--- config.mk ---
export PLATFORM = sky130hd
export DESIGN_NAME = card_number_luhn_brand_check_unit
export DESIGN_NICKNAME = d
export VERILOG_FILES = /design/src/rtl/core/cnlbc_pkg.sv /design/src/rtl/core/cnlbc_bin2bcd.sv /design/src/rtl/core/cnlbc_digit_scan.sv /design/src/rtl/core/card_number_luhn_brand_check_unit.sv
export SDC_FILE = /design/constraint.sdc
export NUM_CORES = 1
export LEC_CHECK = 0
export ABC_CLOCK_PERIOD_IN_PS = 5800
export BUFFER_PORTS_ARGS = -buffer_cell sky130_fd_sc_hd__buf_2
export CAP_MARGIN = 40
export CORE_AREA = 3 3 162 164
export DETAILED_ROUTE_END_ITERATION = 6
export DIE_AREA = 0 0 165 167
export GPL_TIMING_DRIVEN = 0
export PLACE_DENSITY = 0.73
export SYNTH_ARGS = -nofsm -noshare
export SYNTH_HDL_FRONTEND = slang
export SYNTH_SLANG_ARGS = --single-unit
--- constraint.sdc ---
create_clock -name clk -period 5.8 [get_ports clk]
set_input_delay 1.16 -clock clk [delete_from_list [all_inputs] [get_ports clk]]
set_output_delay 1.16 -clock clk [all_outputs]
set_load 0.02 [all_outputs]
--- src/rtl/core/cnlbc_pkg.sv ---
// Shared constants, types and brand decode for the card number check unit.
`default_nettype none
package cnlbc_pkg;

  parameter int unsigned CARD_W         = 63;
  parameter int unsigned NUM_DIGITS     = 19;
  parameter int unsigned BCD_W          = 4 * NUM_DIGITS;
  parameter int unsigned CNT_W          = 5;
  parameter int unsigned BIT_CNT_W      = $clog2(CARD_W);
  parameter int unsigned IDX_W          = $clog2(NUM_DIGITS);
  parameter int unsigned MAX_DIGITS_DEF = 19;

  // Decimal radix, Luhn fold for doubled digits and BCD add-three adjust
  parameter logic [4:0] RADIX      = 5'd10;
  parameter logic [4:0] DBL_FOLD   = 5'd9;
  parameter logic [3:0] DIGIT_ADJ  = 4'd3;
  parameter logic [3:0] DIGIT_HALF = 4'd5;

  // Valid card lengths
  parameter logic [CNT_W-1:0] LEN_SHORT = 5'd13;
  parameter logic [CNT_W-1:0] LEN_MID   = 5'd15;
  parameter logic [CNT_W-1:0] LEN_LONG  = 5'd16;

  // Prefix digits that name a brand
  parameter logic [3:0] AMEX_HI   = 4'd3;
  parameter logic [3:0] AMEX_LO_A = 4'd4;
  parameter logic [3:0] AMEX_LO_B = 4'd7;
  parameter logic [3:0] VISA_HI   = 4'd4;
  parameter logic [3:0] MC_HI     = 4'd5;
  parameter logic [3:0] MC_LO_MIN = 4'd1;
  parameter logic [3:0] MC_LO_MAX = 4'd5;

  typedef enum logic [1:0] {
    BRAND_NONE = 2'd0,
    BRAND_AMEX = 2'd1,
    BRAND_VISA = 2'd2,
    BRAND_MC   = 2'd3
  } brand_t;

  // Status of the binary-to-decimal converter
  typedef struct packed {
    logic busy;
    logic done;
  } conv_stat_t;

  // Result of the digit scan
  typedef struct packed {
    logic             done;
    brand_t           brand;
    logic             ok;
    logic [CNT_W-1:0] count;
  } scan_res_t;

  // Brand from the two leading digits
  function automatic brand_t brand_of(input logic [3:0] hi, input logic [3:0] lo);
    brand_t b;
    b = BRAND_NONE;
    if (hi == AMEX_HI && (lo == AMEX_LO_A || lo == AMEX_LO_B)) begin
      b = BRAND_AMEX;
    end else if (hi == VISA_HI) begin
      b = BRAND_VISA;
    end else if (hi == MC_HI && lo >= MC_LO_MIN && lo <= MC_LO_MAX) begin
      b = BRAND_MC;
    end
    return b;
  endfunction

endpackage
`default_nettype wire

--- src/rtl/core/cnlbc_bin2bcd.sv ---
// Bit-serial binary to BCD converter (shift and add three), one bit per cycle.
`default_nettype none
module cnlbc_bin2bcd (
  input  wire logic                           clk,
  input  wire logic                           rst,
  input  wire logic                           load,
  input  wire logic [cnlbc_pkg::CARD_W-1:0]   card_number,
  output cnlbc_pkg::conv_stat_t               stat,
  output logic      [cnlbc_pkg::BCD_W-1:0]    bcd
);
  import cnlbc_pkg::*;

  logic [CARD_W-1:0]    bin;
  logic [BIT_CNT_W-1:0] bit_cnt;
  logic                 running;
  logic                 done;
  logic [BCD_W-1:0]     bcd_adj;

  // Add three to every digit of five or more before the shift
  always_comb begin
    for (int i = 0; i < NUM_DIGITS; i++) begin
      bcd_adj[4*i +: 4] = (bcd[4*i +: 4] >= DIGIT_HALF) ? bcd[4*i +: 4] + DIGIT_ADJ
                                                       : bcd[4*i +: 4];
    end
  end

  // Control: run for one shift per input bit, then pulse done
  always_ff @(posedge clk) begin
    if (rst) begin
      running <= 1'b0;
      done    <= 1'b0;
      bit_cnt <= '0;
    end else begin
      done <= 1'b0;
      if (load) begin
        running <= 1'b1;
        bit_cnt <= '0;
      end else if (running) begin
        bit_cnt <= bit_cnt + BIT_CNT_W'(1);
        if (bit_cnt == BIT_CNT_W'(CARD_W - 1)) begin
          running <= 1'b0;
          done    <= 1'b1;
        end
      end
    end
  end

  // Datapath: shift the binary word into the digit register
  always_ff @(posedge clk) begin
    if (load) begin
      bin <= card_number;
      bcd <= '0;
    end else if (running) begin
      bin <= {bin[CARD_W-2:0], 1'b0};
      bcd <= {bcd_adj[BCD_W-2:0], bin[CARD_W-1]};
    end
  end

  assign stat.busy = running | done;
  assign stat.done = done;

endmodule
`default_nettype wire

--- src/rtl/core/cnlbc_digit_scan.sv ---
// Digit-serial Luhn accumulator, length counter and prefix capture.
`default_nettype none
module cnlbc_digit_scan #(
  parameter int unsigned MAX_DIGITS = cnlbc_pkg::MAX_DIGITS_DEF
) (
  input  wire logic                         clk,
  input  wire logic                         rst,
  input  wire logic                         load,
  input  wire logic [cnlbc_pkg::BCD_W-1:0]  bcd,
  output logic                              busy,
  output cnlbc_pkg::scan_res_t              res
);
  import cnlbc_pkg::*;

  logic [BCD_W-1:0] sr;
  logic [IDX_W-1:0] idx;
  logic             running;
  logic [3:0]       acc;
  logic [CNT_W-1:0] cnt;
  logic [3:0]       hi;
  logic [3:0]       lo;
  logic [3:0]       prev;
  logic             done;
  brand_t           brand;
  logic             ok;
  logic [CNT_W-1:0] count;

  logic [3:0]       dig;
  logic [4:0]       dbl;
  logic [3:0]       contrib;
  logic [4:0]       sum;
  logic [3:0]       acc_next;
  logic [CNT_W-1:0] cnt_next;
  logic [3:0]       hi_next;
  logic [3:0]       lo_next;
  logic             ok_next;

  // Fold the current digit into the running totals
  always_comb begin
    dig      = sr[3:0];
    dbl      = {dig, 1'b0};
    contrib  = idx[0] ? ((dbl > DBL_FOLD) ? 4'(dbl - DBL_FOLD) : dbl[3:0]) : dig;
    sum      = {1'b0, acc} + {1'b0, contrib};
    acc_next = (sum >= RADIX) ? 4'(sum - RADIX) : sum[3:0];
    cnt_next = (dig != 4'd0) ? CNT_W'(idx) + CNT_W'(1) : cnt;
    hi_next  = (dig != 4'd0) ? dig : hi;
    lo_next  = (dig != 4'd0) ? prev : lo;
    ok_next  = (cnt_next == LEN_SHORT || cnt_next == LEN_MID || cnt_next == LEN_LONG)
               && (acc_next == 4'd0);
  end

  // Control: one digit per cycle, least significant first
  always_ff @(posedge clk) begin
    if (rst) begin
      running <= 1'b0;
      done    <= 1'b0;
      idx     <= '0;
    end else begin
      done <= 1'b0;
      if (load) begin
        running <= 1'b1;
        idx     <= '0;
      end else if (running) begin
        idx <= idx + IDX_W'(1);
        if (idx == IDX_W'(NUM_DIGITS - 1)) begin
          running <= 1'b0;
          done    <= 1'b1;
        end
      end
    end
  end

  // Datapath: advance the digit register and hold the totals
  always_ff @(posedge clk) begin
    if (load) begin
      sr   <= bcd;
      acc  <= '0;
      cnt  <= '0;
      hi   <= '0;
      lo   <= '0;
      prev <= '0;
    end else if (running) begin
      sr   <= {4'd0, sr[BCD_W-1:4]};
      acc  <= acc_next;
      cnt  <= cnt_next;
      hi   <= hi_next;
      lo   <= lo_next;
      prev <= dig;
      if (idx == IDX_W'(NUM_DIGITS - 1)) begin
        ok    <= ok_next;
        brand <= ok_next ? brand_of(hi_next, lo_next) : BRAND_NONE;
        count <= (cnt_next > CNT_W'(MAX_DIGITS)) ? CNT_W'(MAX_DIGITS) : cnt_next;
      end
    end
  end

  assign busy      = running;
  assign res.done  = done;
  assign res.brand = brand;
  assign res.ok    = ok;
  assign res.count = count;

endmodule
`default_nettype wire

--- src/rtl/core/card_number_luhn_brand_check_unit.sv ---
// Top level of the card number check: decimal conversion, Luhn check, brand.
//
//   channel  | signals                                  | handshake
//   ---------+------------------------------------------+---------------------------
//   command  | start, busy, card_number                 | taken when start & !busy
//   result   | done, brand, checksum_ok, digit_count    | one-cycle strobe on done
//
// The strobe on done follows a taken transaction through bit-serial
// shift-and-add-three conversion, the converter's done pulse as handover and
// the digit scan. A new transaction is taken in the strobe cycle, not before
// it, so one number is in flight at a time. rst is synchronous and clears all
// control state; the result side has no back-pressure.
`default_nettype none
module card_number_luhn_brand_check_unit #(
  parameter int unsigned MAX_DIGITS = cnlbc_pkg::MAX_DIGITS_DEF
) (
  input  wire logic                          clk,
  input  wire logic                          rst,
  input  wire logic                          start,
  output logic                               busy,
  input  wire logic [cnlbc_pkg::CARD_W-1:0]  card_number,
  output logic                               done,
  output logic [1:0]                         brand,
  output logic                               checksum_ok,
  output logic [cnlbc_pkg::CNT_W-1:0]        digit_count
);
  import cnlbc_pkg::*;

  conv_stat_t       conv_stat;
  logic [BCD_W-1:0] bcd;
  logic             scan_busy;
  scan_res_t        res;
  logic             accept;

  // Take a transaction only when both stages are free
  assign accept = start & ~busy;
  assign busy   = conv_stat.busy | scan_busy;

  cnlbc_bin2bcd u_conv (
    .clk         (clk),
    .rst         (rst),
    .load        (accept),
    .card_number (card_number),
    .stat        (conv_stat),
    .bcd         (bcd)
  );

  cnlbc_digit_scan #(
    .MAX_DIGITS (MAX_DIGITS)
  ) u_scan (
    .clk  (clk),
    .rst  (rst),
    .load (conv_stat.done),
    .bcd  (bcd),
    .busy (scan_busy),
    .res  (res)
  );

  // Present the registered result
  assign done        = res.done;
  assign brand       = res.brand;
  assign checksum_ok = res.ok;
  assign digit_count = res.count;

endmodule
`default_nettype wire

* Word level (Yosys, flattened, before mapping)
Cells that the tools add are included.
** Word-level totals
- Output and inout bits :: 10
- Register bits after elaboration :: 259
** Operators by class
- Magnitude comparators :: 24
- Reduce and logical (&&, ||, !) cells :: 17
- Muxes and demuxes :: 40
- $add $sub $neg :: 24
- Bitwise gates (word level) :: 8
- Eq/ne operators :: 10
** Operator list (number)
- 76-bit two-way mux :: 2
- 63-bit two-way mux :: 2
- 4-bit two-way mux :: 23
- 4-bit by 3-bit greater-or-equal comparator with 1-bit output (second input constant) :: 19
- 4-bit by 2-bit adder with 4-bit output (second input constant) :: 18
- 4-bit by 3-bit equality test with 1-bit output (second input constant) :: 4
- 5-bit by 4-bit equality test with 1-bit output (second input constant) :: 2
- 5-bit equality test (second input constant) :: 2
- 1-bit two-way mux :: 9
- 4-bit subtractor (second input constant) :: 2
- 6-bit by 1-bit adder with 6-bit output (second input constant) :: 1
- 6-bit equality test (second input constant) :: 1
- 2-bit OR reduction :: 3
- 3-bit OR reduction :: 2
- 4-bit by 4-bit adder with 5-bit output :: 1
- 5-bit by 1-bit adder with 5-bit output (second input constant) :: 1
- 5-bit by 4-bit greater-or-equal comparator with 1-bit output (second input constant) :: 1
- 5-bit by 4-bit > comparator with 1-bit output (second input constant) :: 1
- 5-bit > comparator (second input constant) :: 1
- 5-bit two-way mux :: 1
- 1-bit NOT :: 5
- 4-bit by 2-bit equality test with 1-bit output (second input constant) :: 1
- 4-bit by 1-bit greater-or-equal comparator with 1-bit output (second input constant) :: 1
- 4-bit by 3-bit less-or-equal comparator with 1-bit output (second input constant) :: 1
- 11 further kinds :: 19

* Depth between registers and ports, before layout
Gate-level depths: netlist of run 1.
- Word-level depth :: 10
- Gate-level depth with buffers :: 16

* Modules after synthesis
From an unflattened synthesis of run 1, not the netlist that was laid out.
** Unflattened totals
- Cells, all modules :: 1163
- Area total of the unflattened synthesis :: 12923.6 µm²
** Modules (own cells, without submodules)
- cnlbc_bin2bcd :: cells each 739, instances 1, seq. area each 3573.4 µm², area an instance 7602.3 µm²
- cnlbc_digit_scan :: cells each 422, instances 1, seq. area each 3083.0 µm², area an instance 5307.6 µm²
- card_number_luhn_brand_check_unit :: cells each 2, instances 1, seq. area each 0.0 µm², area an instance 13.8 µm²

* Worst setup path before layout of run 1
Ideal clock, no wire load.
- Kind :: reg-to-reg
- Start :: register u_conv.done
- End :: register u_conv.bin[0] (enable)
- Arrival :: 3151 ps
- Cell stages (with the launch flop) :: 7
- Path slack :: 1960 ps
- Period minus slack after synthesis :: 3840 ps
- Path buffers :: 2
- Cell sequence :: dfxtp_1 > clkbuf_1 > or2_2 > nor2_1 > nand2_1 > clkbuf_1 > nand2b_1
** On the way
- Word-level cells in the longest chain between the ends :: 5
** RTL lines
- start, declared :: line cnlbc_bin2bcd.sv:16 : logic done;
- start signal, assigned :: line cnlbc_bin2bcd.sv:31 : done <= 1'b0;
- start signal, assigned :: line cnlbc_bin2bcd.sv:34 : done <= 1'b0;
- start signal, assigned :: line cnlbc_bin2bcd.sv:42 : done <= 1'b1;
- 1-bit OR :: line cnlbc_bin2bcd.sv:59 : assign stat.busy = running | done;
- 1-bit OR :: line card_number_luhn_brand_check_unit.sv:37 : assign busy = conv_stat.busy | scan_busy;
- 1-bit NOT :: line card_number_luhn_brand_check_unit.sv:36 : assign accept = start & ~busy;
- 1-bit AND :: line card_number_luhn_brand_check_unit.sv:36
- 2-bit nonzero test (no line)
- end signal, assigned :: line cnlbc_bin2bcd.sv:51 : bin <= card_number;
- end signal, assigned :: line cnlbc_bin2bcd.sv:54 : bin <= {bin[CARD_W-2:0], 1'b0};
- end, declared :: line cnlbc_bin2bcd.sv:13 : logic [CARD_W-1:0] bin;
Every way passes these cells.
A chain may end at the register's enable or synchronous reset.

* Final worst setup path of run 1
- Start :: register u_scan.sr[0]
- End :: register u_scan.brand[1] (data pin)
** On the way
- Word-level cells in the longest chain between the ends :: 10
** RTL lines
- start, declared :: line cnlbc_digit_scan.sv:15 : logic [BCD_W-1:0] sr;
- start signal, assigned :: line cnlbc_digit_scan.sv:83 : sr <= {4'd0, sr[BCD_W-1:4]};
- 4-bit subtractor or 5-bit by 4-bit > comparator with 1-bit output (tied branches) :: line cnlbc_digit_scan.sv:42 : contrib = idx[0] ? ((dbl > DBL_FOLD) ? 4'(dbl - DBL_FOLD) : dbl[3:0]) : dig;
- 4-bit two-way mux (2 in series) :: line cnlbc_digit_scan.sv:42
- 4-bit by 4-bit adder with 5-bit output :: line cnlbc_digit_scan.sv:43 : sum = {1'b0, acc} + {1'b0, contrib};
- 4-bit subtractor or 5-bit by 4-bit greater-or-equal comparator with 1-bit output (tied branches) :: line cnlbc_digit_scan.sv:44 : acc_next = (sum >= RADIX) ? 4'(sum - RADIX) : sum[3:0];
- 4-bit two-way mux :: line cnlbc_digit_scan.sv:44
- 4-bit logical NOT :: line cnlbc_digit_scan.sv:49 : && (acc_next == 4'd0);
- 1-bit logical AND :: line cnlbc_digit_scan.sv:49
- 1-bit NOT (no line)
- 2-bit OR reduction (no line)
- end signal, assigned :: line cnlbc_digit_scan.sv:91 : brand <= ok_next ? brand_of(hi_next, lo_next) : BRAND_NONE;
- end, declared :: line cnlbc_digit_scan.sv:24 : brand_t brand;
Several ways; a longest one is shown, not always the timed one.

==> impl_summary.log, run 1 <==
[metrics] total setup buffers inserted after CTS: 0
[metrics] clock root cell: clkbuf_16
[metrics] clock latency at the later pin of the worst-skew pair: 0.55 ns
[metrics] highest layer used for signal routing: met5
[metrics] final worst path period need: approximately 3.8 ns
[metrics] fraction of the mapped netlist area in adder cells: 0.0498
[metrics] outcome: completed
[metrics] Starting Density: 0.497
[metrics] global-route wire length before repair: between 40 and 50 mm
[metrics] critical path start-end classification: register to register
[metrics] setup repair after global routing missed its margin: no
[metrics] die area: about 28,000 sq um
[metrics] Tot Pwr: roughly 4.1 mW
[metrics] category of the worst setup path launch point: register
[metrics] maximum number of pins on one net before global-route repair: 64
[metrics] share of the core filled with cells in the final layout: 0.565
[metrics] post-synthesis async set-or-reset flop share: 0
[metrics] post-CTS clock slew at the launch and capture registers of the worst setup and hold paths: approximately 0.06 ns
[metrics] required time at the endpoint of the critical path: ~6.2 ns
[metrics] Post-Synth XOR/XNOR Area: 0.0359
[metrics] final cell count without fillers: between 1,500 and 2,000
[metrics] number of global-route vias before repair: roughly 8,800
[metrics] total global routing track utilization: 0.189
[metrics] instance count of the mapped netlist: 1,223
[metrics] number of hold buffers added after CTS: 0
[metrics] floorplan core area: 25,000 sq um
[metrics] Die X-Extent: about 170 microns
[metrics] register-to-register path setup slack: around 2.0 ns
[metrics] initial DRC count: between 500 and 600
[metrics] overall via count from detail_route: approximately 9,000
[metrics] peak supply drop: between 0.2 and 0.25 mV
[metrics] Placement Cell Area: 13,300 sq um
[metrics] initial antenna violation count: 1
[metrics] R2R depth: 14
[metrics] clock tree from TritonCTS: built
[metrics] Detail Placement HPWL: about 18 mm
[metrics] iteration count of the initial detailed-routing pass: 7
[metrics] power per unit of standard cell area: between 200 and 300 nW/um^2
[metrics] count of state elements after synthesis: about 260
[metrics] Yosys warnings: 0
[metrics] instance count along the most critical hold path: 2
[metrics] cell taking the most area after synthesis: edfxtp_1
[metrics] metal2 WL: ~13 mm
[metrics] minimum hold slack: approximately 0.46 ns
[metrics] number of nets in the layout: ~1,400
[metrics] RR Startpoint: u_scan.sr[0]
[metrics] CP max FO: 6
[metrics] amount of wire on met3 after detailed routing: 1.34 mm
[metrics] most used flip-flop cell after synthesis: edfxtp_1
[metrics] post_cts resized: 0
[metrics] Layout area overhead: 13.5%
[metrics] hold violation count in the final report: 0
[metrics] count of cell types in the netlist: just over 50
[metrics] wire length per cell after detailed routing: roughly 15 microns
[metrics] io pins: 76
[metrics] highest clock rate: 0.264 GHz
[metrics] Max-cap violations: 0
[metrics] ratio of cells with drive above 1 in the final layout: 0.149
[metrics] Post-Place Cells: 1,631
[metrics] largest buffer count on any clock path: 3
[metrics] post-synth top area share: 0.355
[metrics] commonest cells in the netlist: 269 x nand2_1, 147 x edfxtp_1, 112 x dfxtp_1, 86 x nor2_1, 77 x a21oi_1
[metrics] worst hold endpoint: u_scan.lo[3]
[metrics] Post-Synthesis Cell Area: ~12,000 sq um
[metrics] post-layout worst setup margin: a little over 2 ns
[metrics] element type at the critical path end: register
[metrics] number of pins exceeding their max-slew limit in the final report: 0
[metrics] complex-gate fraction of the synthesized area: 0.0803
[metrics] dominant combinational cell family by area after synthesis: simple AND/OR/NAND/NOR gates
[metrics] total number of placement rows: 58
[metrics] final routed DRC violation total: 0
[metrics] number of enable-type register cells in the synthesized netlist: approximately 150
[metrics] Area contributors post-synth: edfxtp_1 35%, dfxtp_1 18%, nand2_1 8.1%
[metrics] routability cong.: roughly 0.84
[metrics] Slew Limit Headroom: 0.430
[metrics] number of clock sinks: about 260
[metrics] r2r endpoint: u_scan.brand[1]
[metrics] H-tree lvl count: 1
[metrics] startpoint of the lowest-slack hold path: u_scan.lo[3]
[metrics] number of diodes added for antenna fixing: 0
[metrics] top-count cell post-synth: nand2_1
[metrics] Static Leak: 5.32 nW
[metrics] Clock Skews: between 0.02 and 0.025 ns
[metrics] Fin Setup TNS: 0 ns
[metrics] via density per instance: approximately 5.3
[metrics] Post-Place Worst Slack: a little over 2 ns
[metrics] final setup violation count: 0
[metrics] basic-gate share of the synthesized area counting and, or, nand and nor cells: 0.158
[metrics] Routed Wire Length: 26.0 mm
[metrics] critical path data arrival time: 4.15 ns
[metrics] Synthesized Nets: between 1,000 and 1,500
[metrics] proportion of synthesized area in mux cells: 0.106
[metrics] Finished Cell Area: ~14,000 sq um
[metrics] portion of the clock cycle consumed by the worst path in the final layout: 0.652
[metrics] transition at the pin with the smallest max-transition slack: around 0.85 ns
[metrics] worst min-delay path class: register to register
[metrics] number of buffers created by CTS: 29
[metrics] fraction of the yosys area taken by sequential cells: 0.535
[metrics] remaining antenna violation count: 0
[metrics] overflow left after global routing: 0
[metrics] DRT met1 WL: about 12 mm
[metrics] mean area per synthesized cell: 10.2 sq um
[metrics] count of input and output buffers: 74
[metrics] die height: between 150 and 200 microns
## kinds of logic after synthesis
| group | Yosys count |
|---|---|
| simple gates | 456 |
| buf+inv | 114 |
| fa+ha+maj | 49 |
| compound gates | 172 |
| xor+xnor | 51 |
| mux | 122 |
| flops | 259 |
## placed cells by master (no fill, tap or decap), drive strengths merged, types with 23 or more instances in the layout
master | netlist | routed
nand2 | 269 | 269
edfxtp | 147 | 147
dfxtp | 112 | 112
buf | 17 | 95
clkbuf | 44 | 89
nor2 | 86 | 86
a21oi | 77 | 77
mux2 | 74 | 74
inv | 53 | 55
o21ai | 49 | 49
mux2i | 48 | 48
ha | 48 | 48
nand3 | 30 | 30
xnor2 | 28 | 28
nand2b | 25 | 25
xor2 | 23 | 23
## how the worst max path moves through the flow
| stage | startpoint | end | slack, ns | depth (start not counted) |
|---|---|---|---|---|
| after floorplan | u_conv.done | u_conv.bin[0] | 1.96 | 6 |
| after global placement | u_conv.done | u_conv.bin[45] | 0.11 | 6 |
| after detailed placement | u_scan.sr[0] | u_scan.brand[1] | 2.03 | 14 |
| after CTS | u_scan.sr[0] | u_scan.brand[1] | 2.04 | 14 |
| after global routing | u_scan.sr[1] | u_scan.brand[1] | 1.62 | 14 |
| final | u_scan.sr[0] | u_scan.brand[1] | 2.02 | 14 |
## sequential cells by signal (all words and copies together) (netlist names)
signal / cells
u_conv.bcd: 76
u_scan.sr: 76
u_conv.bin: 63
u_conv.bit_cnt: 6
u_scan.cnt: 5
u_scan.count: 5
u_scan.idx: 5
u_scan.acc: 4
u_scan.hi: 4
u_scan.lo: 4
u_scan.prev: 4
u_scan.brand: 2
u_conv.done: 1
u_conv.running: 1
u_scan.busy: 1
u_scan.done: 1
u_scan.ok: 1
## per-layer routing
layer	track usage	up-vias
li1	-	4425
met1	0.253	4173
met2	0.322	222
met3	0.0271	46
met4	0.0470	2
met5	0	-
## critical path, stage by stage, from the launching register on
cell	delay (ns)
edfxtp_1	0.51
inv_1	0.12
ha_1	0.25
inv_1	0.06
a21oi_1	0.26
xnor2_1	0.16
mux2i_1	0.17
fa_1	0.48
xnor2_1	0.19
inv_1	0.10
ha_1	0.26
o31ai_1	0.12
a221oi_1	0.44
nand4_1	0.24
a221oi_1	0.29
## power by group
part           switching (mW)  internal, mW  total [mW]  leakage [nW]
clock                   0.713         0.930        1.64         0.402
sequential             0.0368          2.04        2.08          2.29
combinational           0.224         0.133       0.356          2.63
## area by class of cell
cell class,count,area [sq um]
clock inverter,9,51.3
clock buffer,45,786
fill,2143,10900
sequential,259,6660
timing repair buffer,78,424
buffer,61,245
multi-input combinational,850,5360
tap,330,413
inverter,53,199
No activity file was read; power rests on OpenSTA's default activity.
==> inputs of run 2 (changes only) <==
--- a/config.mk
+++ b/config.mk
@@ -5,12 +5,13 @@
 export SDC_FILE = /design/constraint.sdc
 export NUM_CORES = 1
 export LEC_CHECK = 0
-export ABC_CLOCK_PERIOD_IN_PS = 5800
+export ABC_AREA = 1
+export ABC_CLOCK_PERIOD_IN_PS = 3950
 export BUFFER_PORTS_ARGS = -buffer_cell sky130_fd_sc_hd__buf_2
 export CAP_MARGIN = 40
-export CORE_AREA = 3 3 162 164
+export CORE_AREA = 3 3 161 163
 export DETAILED_ROUTE_END_ITERATION = 6
-export DIE_AREA = 0 0 165 167
+export DIE_AREA = 0 0 164 166
 export GPL_TIMING_DRIVEN = 0
 export PLACE_DENSITY = 0.73
 export SYNTH_ARGS = -nofsm -noshare
==> constraint.sdc (replaced) <==
create_clock -name clk -period 3.95 [get_ports clk]
set_input_delay 0.79 -clock clk [delete_from_list [all_inputs] [get_ports clk]]
set_output_delay 0.79 -clock clk [all_outputs]
set_load 0.02 [all_outputs]
==> impl_summary.log, run 2 <==
[metrics] outcome: completed (unchanged)
[metrics] number of clock sinks: 259 (unchanged)
[metrics] count of state elements after synthesis: 259 (unchanged)
[metrics] iteration count of the initial detailed-routing pass: 5 (was 7)
[metrics] clock tree from TritonCTS: built (unchanged)
[metrics] clock latency at the later pin of the worst-skew pair: 0.55 ns (about the same)
[metrics] Routed Wire Length: 27.6 mm (was 26.0 mm)
[metrics] floorplan core area: 24,500 sq um (was 25,000 sq um)
[metrics] number of global-route vias before repair: 9,424 (was 8,805)
[metrics] wire length per cell after detailed routing: 14.8 microns (was 15.4 microns)
[metrics] register-to-register path setup slack: 0.46 ns (was 2.02 ns)
[metrics] top-count cell post-synth: nand2_1 (unchanged)
[metrics] cell taking the most area after synthesis: edfxtp_1 (unchanged)
[metrics] total number of placement rows: 57 (was 58)
[metrics] number of buffers created by CTS: 27 (was 29)
[metrics] number of fill cells: 2,171 (was 2,143)
[metrics] post-synth top area share: 0.361 (was 0.355)
[metrics] initial antenna violation count: 0 (was 1)
[metrics] Starting Density: 0.500 (was 0.497)
[metrics] Post-Place Cells: 1,817 (was 1,631)
[metrics] storage element area: 6660 sq um (unchanged)
[metrics] count of cell types in the netlist: 41 (was 51)
[metrics] largest buffer count on any clock path: 3 (unchanged)
[metrics] required time at the endpoint of the critical path: 4.26 ns (was 6.17 ns)
[metrics] Static Leak: 6.25 nW (was 5.32 nW)
[metrics] number of pins exceeding their max-slew limit in the final report: 0 (unchanged)
[metrics] startpoint of the lowest-slack hold path: u_scan.prev[3] (was u_scan.lo[3])
[metrics] Yosys warnings: 0 (unchanged)
[metrics] clock root cell: clkbuf_16 (unchanged)
[metrics] Layout area overhead: 14.3% (was 13.5%)
[metrics] Max-cap violations: 0 (unchanged)
[metrics] area occupied by multi-input gates: 4610 sq um (was 5360 sq um)
[metrics] remaining antenna violation count: 0 (unchanged)
[metrics] power per unit of standard cell area: 471 nW/um^2 (was 288 nW/um^2)
[metrics] instance count of the mapped netlist: 1,416 (was 1,223)
[metrics] post-synthesis async set-or-reset flop share: 0 (unchanged)
[metrics] portion of the clock cycle consumed by the worst path in the final layout: 0.885 (was 0.652)
[metrics] critical path data arrival time: 3.80 ns (was 4.15 ns)
[metrics] worst min-delay path class: register to register (unchanged)
[metrics] P_int: 4.86 mW (was 3.10 mW)
[metrics] die height: 166 microns (was 167 microns)
[metrics] number of hold buffers added after CTS: 0 (unchanged)
[metrics] switching share of power: 0.262 (was 0.239)
[metrics] ratio of cells with drive above 1 in the final layout: 0.105 (was 0.149)
[metrics] transition at the pin with the smallest max-transition slack: 0.819 ns (was 0.854 ns)
[metrics] final setup violation count: 0 (unchanged)
[metrics] mean area per synthesized cell: 8.64 sq um (was 10.2 sq um)
[metrics] Fin Setup TNS: 0 ns (unchanged)
[metrics] hold violation count in the final report: 0 (unchanged)
[metrics] overall via count from detail_route: 9,745 (was 8,868)
[metrics] Post-Synthesis Cell Area: 12,200 sq um (was 12,500 sq um)
[metrics] peak supply drop: 0.330 mV (was 0.248 mV)
[metrics] relative contribution of the clock network to total power: 0.392 (was 0.403)
[metrics] Detail Placement HPWL: 18.7 mm (was 17.8 mm)
[metrics] most used flip-flop cell after synthesis: edfxtp_1 (unchanged)
[metrics] initial DRC count: 775 (was 502)
[metrics] H-tree lvl count: 1 (unchanged)
[metrics] total global routing track utilization: 0.201 (was 0.189)
[metrics] critical path start-end classification: register to register (unchanged)
[metrics] commonest cells in the netlist: 428 x nand2_1, 191 x inv_1, 175 x o21ai_0, 147 x edfxtp_1, 112 x dfxtp_1 (was 269 x nand2_1, 147 x edfxtp_1, 112 x dfxtp_1, 86 x nor2_1, 77 x a21oi_1)
[metrics] element type at the critical path end: register (unchanged)
[metrics] via density per instance: 5.22 (was 5.26)
[metrics] CP max FO: 5 (was 6)
[metrics] Synthesized Nets: 1,531 (was 1,338)
[metrics] total setup buffers inserted after CTS: 0 (unchanged)
[metrics] commonest non-fill, non-tap cells in the layout: 428 x nand2_1, 191 x inv_1, 175 x o21ai_0 (was 269 x nand2_1, 147 x edfxtp_1, 112 x dfxtp_1)
[metrics] routability cong.: 0.824 (was 0.840)
[metrics] global-route wire length before repair: 45.2 mm (was 42.8 mm)
[metrics] Largest regs: u_conv.bcd x76, u_scan.sr x76, u_conv.bin x63 (unchanged)
[metrics] Area contributors post-synth: edfxtp_1 36%, dfxtp_1 18%, nand2_1 13% (was edfxtp_1 35%, dfxtp_1 18%, nand2_1 8.1%)
[metrics] final routed DRC violation total: 0 (unchanged)
[metrics] overflow left after global routing: 0 (unchanged)
[metrics] fraction of the yosys area taken by sequential cells: 0.544 (was 0.535)
[metrics] Net Switching: 1.73 mW (was 973 uW)
[metrics] maximum number of pins on one net before global-route repair: 47 (was 64)
[metrics] category of the worst setup path launch point: register (unchanged)
[metrics] setup repair after global routing missed its margin: no (unchanged)
[metrics] io pins: 76 (unchanged)
[metrics] Seq pwr share: 0.482 (was 0.509)
[metrics] number of enable-type register cells in the synthesized netlist: 147 (unchanged)
[metrics] minimum hold slack: 0.465 ns (was 0.461 ns)
[metrics] highest clock rate: 0.286 GHz (was 0.264 GHz)
[metrics] die area: 27,200 sq um (was 27,600 sq um)
[metrics] number of nets in the layout: 1,637 (was 1,447)
[metrics] final cell count without fillers: 1,867 (was 1,685)
[metrics] Slew Limit Headroom: 0.454 (was 0.430)
[metrics] number of diodes added for antenna fixing: 0 (unchanged)
[metrics] post_cts resized: 0 (unchanged)
[metrics] Combinational Power Share: 0.126 (was 0.087)
[metrics] leading cell type in the layout, fill and taps excluded: nand2_1 (unchanged)
[metrics] RR Startpoint: u_scan.sr[0] (unchanged)
[metrics] Die X-Extent: 164 microns (was 165 microns)
[metrics] post-CTS clock slew at the launch and capture registers of the worst setup and hold paths: 0.06 ns (about the same)
[metrics] Clock Skews: 0.0173 ns (was 0.0247 ns)
[metrics] count of input and output buffers: 75 (was 74)
[metrics] final worst path period need: 3.49 ns (was 3.78 ns)
[metrics] timing startpoint of the critical path: u_scan.sr[0] (unchanged)
run 2: worst paths after layout:
check | cells after the start | endpoint
worst min register to register | 2 | u_scan.prev[3]
worst max-delay path | 22 | u_scan.brand[0]
worst max register to register | 22 | u_scan.brand[0]
worst min-delay path | 2 | u_scan.prev[3]
run 2: area by class of cell:
type                       instances  area share
sequential                       259       0.476
multi-input combinational        907       0.330
clock buffer                      37      0.0577
inverter                         193      0.0518
timing repair buffer              77      0.0297
tap                              324      0.0290
buffer                            57      0.0178
clock inverter                    13     0.00787
run 2: logic make-up after synthesis:
kind of cell,share of synthesized area
AOI/OAI and AO/OA,0.139
xor gates and xnor gates,0.0122
adders and majority gates,0.0507
buffers and inverters,0.0790
DFF,0.544
and+or+nand+nor,0.175
run 2: per-layer routing:
metal	vias to the layer above	routed length [microns]	part of all wire	track usage
met2	284	13300	0.48	0.341
li1	4871	-	-	-
met5	-	0	0	0
met1	4540	12100	0.44	0.267
met4	0	657	0.024	0.0633
met3	50	1520	0.055	0.0277
run 2: worst max-delay path, cell delays in order (launching register included):
cell and delay, ns:
edfxtp_1 0.37, inv_1 0.11, ha_1 0.31, or2_2 0.33, nand2_1 0.14, xor2_1 0.16, nand2_1 0.06, o21ai_0 0.12
inv_1 0.10, fa_1 0.45, inv_1 0.07, nand2_1 0.06, nand2_1 0.09, inv_1 0.05, ha_1 0.20, nand2_1 0.07
nand3_1 0.12, nand2_1 0.13, nand2_1 0.07, nand2_1 0.09, nor2_1 0.06, nand3_2 0.07, nor2_1 0.04
run 2: power by group through the flow:
| stage | registers [mW] | clock network [mW] | logic (mW) |
|---|---|---|---|
| 6_report | 3.17 | 2.58 | 0.832 |
| 3_5_place_dp | 3.22 | 0 | 0.822 |
| 3_3_place_gp | 3.22 | 0 | 0.777 |
| 5_1_grt | 3.19 | 2.73 | 0.949 |
| 4_1_cts | 3.17 | 2.61 | 0.832 |
| 2_1_floorplan | 3.20 | 0 | 0.584 |
run 2: stage by stage:
step	worst slack [ns]	total power, mW	utilization	area [sq um]
2_1_floorplan	0.673	3.78	-	12200
3_3_place_gp	-0.416	4.00	0.532	13000
3_5_place_dp	0.427	4.05	0.534	13100
4_1_cts	0.436	6.61	0.572	14000
5_1_grt	0.196	6.87	0.572	14000
6_report	0.455	6.58	0.572	14000
